==> config.mk <==
export PLATFORM = sky130hd
export DESIGN_NAME = ledfg_ctrl
export DESIGN_NICKNAME = d
export VERILOG_FILES = /design/src/sv/rgb_led_chain_frame_generator_unit_macros.svh /design/src/sv/ledfg_pkg.sv /design/src/sv/ledfg_ctrl.sv
export SDC_FILE = /design/constraint.sdc
export NUM_CORES = 1
export LEC_CHECK = 0
export BUFFER_PORTS_ARGS = -buffer_cell sky130_fd_sc_hd__buf_4
export CORE_ASPECT_RATIO = 1.1
export CORE_UTILIZATION = 30
export DETAILED_ROUTE_END_ITERATION = 7
export PLACE_DENSITY_LB_ADDON = 0.25
export SLEW_MARGIN = 20
export SYNTH_ARGS = -nofsm -noshare
export SYNTH_HDL_FRONTEND = slang
export SYNTH_SLANG_ARGS = --single-unit
==> constraint.sdc <==
create_clock -name clk -period 2.3 [get_ports clk]
set_clock_uncertainty 0.15 [all_clocks]
set_input_delay 0.115 -clock clk [delete_from_list [all_inputs] [get_ports clk]]
set_output_delay 0.115 -clock clk [all_outputs]
set_load 0.03 [all_outputs]
==> src/sv/rgb_led_chain_frame_generator_unit_macros.svh <==
// ---------------------------------------------------------------------------
// LED chain frame generator assertion macros
// Concurrent assertion shorthands clocked on clk and disabled during rst.
// ---------------------------------------------------------------------------
`ifndef RGB_LED_CHAIN_FRAME_GENERATOR_UNIT_MACROS_SVH
`define RGB_LED_CHAIN_FRAME_GENERATOR_UNIT_MACROS_SVH

// Consequent must hold in the same cycle as the antecedent.
`define LEDFG_ASSERT_SAME(label, ante, cons, msg) \
  label: assert property (@(posedge clk) disable iff (rst) (ante) |-> (cons)) \
    else $error(msg);

// Consequent must hold in the cycle after the antecedent.
`define LEDFG_ASSERT_NEXT(label, ante, cons, msg) \
  label: assert property (@(posedge clk) disable iff (rst) (ante) |=> (cons)) \
    else $error(msg);

`endif

==> src/sv/ledfg_pkg.sv <==
// ---------------------------------------------------------------------------
// LED chain frame generator package
// Shared constants, codes, command and status types and helper functions.
// ---------------------------------------------------------------------------
package ledfg_pkg;

  localparam int LED_COUNT   = 15;
  localparam int GAMMA_DEPTH = 256;

  localparam logic [3:0] LAST_LED  = 4'd14;
  localparam logic [3:0] TOP_END   = 4'd11;
  localparam logic [3:0] NO_LED    = 4'd15;
  localparam logic [3:0] MAX_DIM   = 4'd8;
  localparam logic [7:0] HEAD_MARK = 8'hE0;

  // Item function codes
  localparam logic [2:0] FUNC_WR_PIXEL = 3'd0;
  localparam logic [2:0] FUNC_RD_PIXEL = 3'd1;
  localparam logic [2:0] FUNC_WR_GAMMA = 3'd2;
  localparam logic [2:0] FUNC_REFRESH  = 3'd3;
  localparam logic [2:0] FUNC_POWER    = 3'd4;

  // Gamma channel codes
  localparam logic [1:0] CH_RED   = 2'd0;
  localparam logic [1:0] CH_GREEN = 2'd1;
  localparam logic [1:0] CH_BLUE  = 2'd2;

  // Configuration register indexes
  localparam logic [1:0] CFG_DIM_TOP    = 2'd0;
  localparam logic [1:0] CFG_DIM_BOTTOM = 2'd1;
  localparam logic [1:0] CFG_POWER_SAVE = 2'd2;

  typedef enum logic [2:0] {
    SEL_START,
    SEL_LED,
    SEL_END,
    SEL_PIXEL,
    SEL_POWER
  } out_sel_t;

  typedef struct packed {
    logic       load_item;
    logic       pix_we;
    logic       gam_we;
    logic       init_we;
    logic [7:0] init_addr;
    logic       gam_rd;
    logic       rd_item;
    logic       out_load;
    out_sel_t   out_sel;
    logic [3:0] led;
    logic [1:0] groups;
  } ctl_cmd_t;

  typedef struct packed {
    logic out_free;
    logic lit;
  } ctl_status_t;

  // One step of the default curve: (x * (x + 1) + 255) >> 8
  function automatic logic [7:0] curve_step(input logic [7:0] x);
    logic [15:0] prod;
    prod = 16'(x) * (16'(x) + 16'd1) + 16'd255;
    return prod[15:8];
  endfunction

  // Mask of switched-off supply groups for a given group count
  function automatic logic [2:0] group_mask(input logic [1:0] groups);
    logic [2:0] mask;
    case (groups)
      2'd0:    mask = 3'd7;
      2'd1:    mask = 3'd6;
      2'd2:    mask = 3'd2;
      default: mask = 3'd0;
    endcase
    return mask;
  endfunction

endpackage

==> src/sv/ledfg_ctrl.sv <==
// ---------------------------------------------------------------------------
// LED chain frame generator controller
// Sequences the gamma init sweep, item dispatch, refresh walk and power scan.
// ---------------------------------------------------------------------------
module ledfg_ctrl (
  input  logic                   clk,
  input  logic                   rst,
  input  logic                   item_valid,
  input  logic [2:0]             item_func,
  output logic                   item_ready,
  output ledfg_pkg::ctl_cmd_t    cmd,
  input  ledfg_pkg::ctl_status_t status
);

  typedef enum logic [3:0] {
    ST_INIT,
    ST_INIT_END,
    ST_IDLE,
    ST_READ,
    ST_REF_START,
    ST_REF_LOOK,
    ST_REF_EMIT,
    ST_REF_END,
    ST_PWR_SCAN,
    ST_PWR_EMIT
  } state_t;

  state_t     state;
  logic [7:0] init_addr;
  logic [3:0] cnt;
  logic [1:0] groups;
  logic       accept;
  logic [1:0] scan_groups;

  assign item_ready = (state == ST_IDLE);
  assign accept     = item_valid && item_ready;

  // Group count implied by the first lit LED at the scan position
  always_comb begin
    if (cnt < ledfg_pkg::TOP_END) begin
      scan_groups = 2'd3;
    end else if (cnt == ledfg_pkg::LAST_LED) begin
      scan_groups = 2'd1;
    end else begin
      scan_groups = 2'd2;
    end
  end

  always_comb begin
    cmd           = '0;
    cmd.out_sel   = ledfg_pkg::SEL_START;
    cmd.init_addr = init_addr;
    cmd.led       = cnt;
    cmd.groups    = groups;
    case (state)
      ST_INIT: begin
        cmd.init_we = 1'b1;
      end
      ST_IDLE: begin
        cmd.load_item = accept;
        cmd.pix_we    = accept && (item_func == ledfg_pkg::FUNC_WR_PIXEL);
        cmd.gam_we    = accept && (item_func == ledfg_pkg::FUNC_WR_GAMMA);
      end
      ST_READ: begin
        cmd.rd_item  = 1'b1;
        cmd.out_sel  = ledfg_pkg::SEL_PIXEL;
        cmd.out_load = status.out_free;
      end
      ST_REF_START: begin
        cmd.out_sel  = ledfg_pkg::SEL_START;
        cmd.out_load = status.out_free;
      end
      ST_REF_LOOK: begin
        cmd.gam_rd = 1'b1;
      end
      ST_REF_EMIT: begin
        cmd.out_sel  = ledfg_pkg::SEL_LED;
        cmd.out_load = status.out_free;
      end
      ST_REF_END: begin
        cmd.out_sel  = ledfg_pkg::SEL_END;
        cmd.out_load = status.out_free;
      end
      ST_PWR_EMIT: begin
        cmd.out_sel  = ledfg_pkg::SEL_POWER;
        cmd.out_load = status.out_free;
      end
      default: begin
      end
    endcase
  end

  always_ff @(posedge clk) begin
    if (rst) begin
      state     <= ST_INIT;
      init_addr <= '0;
      cnt       <= '0;
      groups    <= '0;
    end else begin
      case (state)
        ST_INIT: begin
          init_addr <= init_addr + 8'd1;
          if (init_addr == 8'hFF) begin
            state <= ST_INIT_END;
          end
        end
        ST_INIT_END: begin
          state <= ST_IDLE;
        end
        ST_IDLE: begin
          if (accept) begin
            case (item_func)
              ledfg_pkg::FUNC_RD_PIXEL: state <= ST_READ;
              ledfg_pkg::FUNC_REFRESH:  state <= ST_REF_START;
              ledfg_pkg::FUNC_POWER: begin
                cnt   <= '0;
                state <= ST_PWR_SCAN;
              end
              default: state <= ST_IDLE;
            endcase
          end
        end
        ST_READ: begin
          if (status.out_free) begin
            state <= ST_IDLE;
          end
        end
        ST_REF_START: begin
          if (status.out_free) begin
            cnt   <= ledfg_pkg::LAST_LED;
            state <= ST_REF_LOOK;
          end
        end
        ST_REF_LOOK: begin
          state <= ST_REF_EMIT;
        end
        ST_REF_EMIT: begin
          if (status.out_free) begin
            if (cnt == 4'd0) begin
              state <= ST_REF_END;
            end else begin
              cnt   <= cnt - 4'd1;
              state <= ST_REF_LOOK;
            end
          end
        end
        ST_REF_END: begin
          if (status.out_free) begin
            state <= ST_IDLE;
          end
        end
        ST_PWR_SCAN: begin
          if (status.lit) begin
            groups <= scan_groups;
            state  <= ST_PWR_EMIT;
          end else if (cnt == ledfg_pkg::LAST_LED) begin
            groups <= 2'd0;
            state  <= ST_PWR_EMIT;
          end else begin
            cnt <= cnt + 4'd1;
          end
        end
        ST_PWR_EMIT: begin
          if (status.out_free) begin
            state <= ST_IDLE;
          end
        end
        default: begin
          state <= ST_IDLE;
        end
      endcase
    end
  end

endmodule

==> flow_summary.json <==
{
  "pre_cts_ws_ps": 72.1,
  "final_cell_area_um2": 1690,
  "yosysTopAreaCell": "dfxtp_1",
  "rsz0062_at_grt": "no",
  "core_region_area_um2": 4020,
  "synthMuxAreaShare_pct": 2.45,
  "path_buf_inv": 0,
  "p_leak_nw": 0.670,
  "place.gp.congestion": 0.808,
  "via_count": 1280,
  "ys_types": 52,
  "worst_pin_slew_ps": 549,
  "ctsResizeCount": 0,
  "drv_slew": 0,
  "setup_viol": 0,
  "diodes": 0,
  "fin_crit_ps": 2170,
  "num_rows": 24,
  "synth_area_leaders": "dfxtp_1 (28%), a21oi_1 (5.1%), nor2_1 (3.8%)",
  "holdBufCountCts": 0,
  "fin_tns_setup_ps": 0,
  "synth_fa_ha_area_share_pct": 4.51,
  "ios": 33,
  "ys_ff_latch": 18,
  "crit_chain": "or4b_4 > ha_4 > nand3_1 > and3_1 > nor3b_1 > o21bai_1 > a31oi_1",
  "finalHoldViolations": 0,
  "cap_violations": 0,
  "wire_per_inst_um": 13.9,
  "area_growth_pct": 32.6,
  "drc": 0,
  "endpoint_kind": "flip-flop",
  "synth-edff-count": 0,
  "clock_latency_ps": 260,
  "worstPathMaxFanout": 4,
  "syn_nets": 164,
  "path_clk_slew_ps": 70,
  "antenna_left": 0,
  "path_class": "reg -> reg",
  "crit_family": "simple AND/OR/NAND/NOR gates",
  "cts-htree-levels": 1,
  "clockBufferDepth": 2,
  "initial_core_util_pct": 31.7,
  "async_flop_share_pct": 0,
  "clockRootBuffer": "clkbuf_8",
  "rr_worst_depth": 7,
  "synth_area_per_cell_um2": 8.40,
  "port_buffers": 32,
  "grt.overflow.total": 0,
  "grt_antenna_before_repair": 0,
  "fin_ws_ps": 134,
  "fin_nets": 204,
  "fmax_mhz": 462,
  "arrival_ps": 2200,
  "dieArea_um2": 4520,
  "synth-compound-area-share_pct": 22.7,
  "r2r_setup_slack_ps": 130,
  "cp_slowest_cell": "or4b_4",
  "drtIter0Drc": 62,
  "required_ps": 2340,
  "critPathLaunchType": "flip-flop",
  "numCtsBuffers": 3,
  "grt_usage_pct": 15.7,
  "max_stage_delay_ps": 570,
  "total_power_mw": 0.641,
  "ys_top_cells_by_count": "dfxtp_1 (18), a21oi_1 (13), nor2_1 (13), nand2_1 (9), o21ai_0 (9)",
  "path_depth": 7,
  "synth_xor_area_share_pct": 4.80,
  "grt_pass1_wl_um": 5610,
  "grt_start_max_net_pins": 19,
  "min_period_over_period_pct": 94.2,
  "min_path_cells": 3,
  "synth_seq_area_share_pct": 28.2,
  "first_global_vias": 1219,
  "yosysWarnings": 0,
  "wl_um": 3370,
  "ys_dominant_reg_cell": "dfxtp_1",
  "status": "complete, no violations",
  "synth.cell_area_um2": 1280,
  "dieHeight_um": 70.4,
  "synthCells": 152,
  "post-cts-setup-buffers": 0,
  "vias_per_cell": 5.27,
  "cellPowerDensity_nw_per_um2": 379,
  "vdd_drop_max_v": 0.000232,
  "die_x_um": 64.2,
  "synth_top_area_share_pct": 28.2,
  "clock_sinks": 18,
  "drive_gt1_share_pct": 32.5,
  "synth.most_common_cell": "dfxtp_1",
  "dr.pass1.iters": 4,
  "yosys.area_share.simple_pct": 30.2,
  "post_dp_cell_area_um2": 1630,
  "cts_tree": "done",
  "maxSlewHeadroom_pct": 63.0,
  "synth_top_family_by_area": "simple AND/OR/NAND/NOR gates",
  "hold_class": "in -> reg",
  "hpwl_um": 2540
}
final cells by class:
| class | instances | area, µm² |
|---|---|---|
| Clock buffer | 4 | 55.1 |
| Fill cell | 418 | 2330 |
| Inverter | 8 | 30.0 |
| Multi-Input combinational cell | 119 | 863 |
| Sequential cell | 18 | 364 |
| Tap cell | 52 | 65.1 |
| Timing Repair Buffer | 42 | 315 |
worst reg2reg max path, cell delays in order (launching register included):
cell and delay, ps:
dfxtp_1 340, or4b_4 570, ha_4 310, nand3_1 90
and3_1 200, nor3b_1 190, o21bai_1 90, a31oi_1 160
layout by cell type (no fill, tap or decap), types with 3 or more instances in the layout:
master and instances:
nor2b_1 4, nand4_1 4, dfxtp_1 17, nand2_1 9, nor2_1 13, xor2_1 4
nor3_1 4, o21ai_0 9, xnor2_1 3, inv_1 7, clkbuf_8 4, nand3_1 3
nand2b_1 5, buf_4 42, a21oi_1 12
registers in the layout (all words and copies together), names as in the netlist:
register	flops
init_addr	8
state	4
cnt	4
groups	2
through the flow:
step	hold slack (ps)	util [%]	cells
floorplan	132	-	152
CTS	1.88	41.9	243
detailed placement	272	40.5	239
finish	6.39	42.1	243
global route	37.3	42.1	243
global placement	269	40.5	239
power by group:
part / switching (mW) / internal (mW)
clock: 0.114 / 0.152
combinational: 0.0309 / 0.0233
sequential: 0.00558 / 0.315
total: 0.150 / 0.491
final timing paths:
check	from	end
max	state[2]	cnt[3]
min	status[0]	groups[0]
max reg2reg	state[2]	cnt[3]
min reg2reg	groups[0]	groups[0]
routing by layer:
layer | up-vias | wire [µm] | GRT usage (%)
li1 | 635 | - | -
met1 | 608 | 1420 | 20.1
met2 | 33 | 1740 | 26.7
met3 | 4 | 169 | 2.29
met4 | 0 | 38 | 5.19
met5 | - | 0 | 0
kinds of logic (layout without fill, tap and decap cells):
group,count (synthesis),in the layout
simple gates,64,64
compound gates,41,41
flops,18,18
buf+inv,15,54
xor+xnor,7,7
fa+ha+maj,4,4
mux,3,3
No activity file was read; power rests on OpenSTA's default activity.
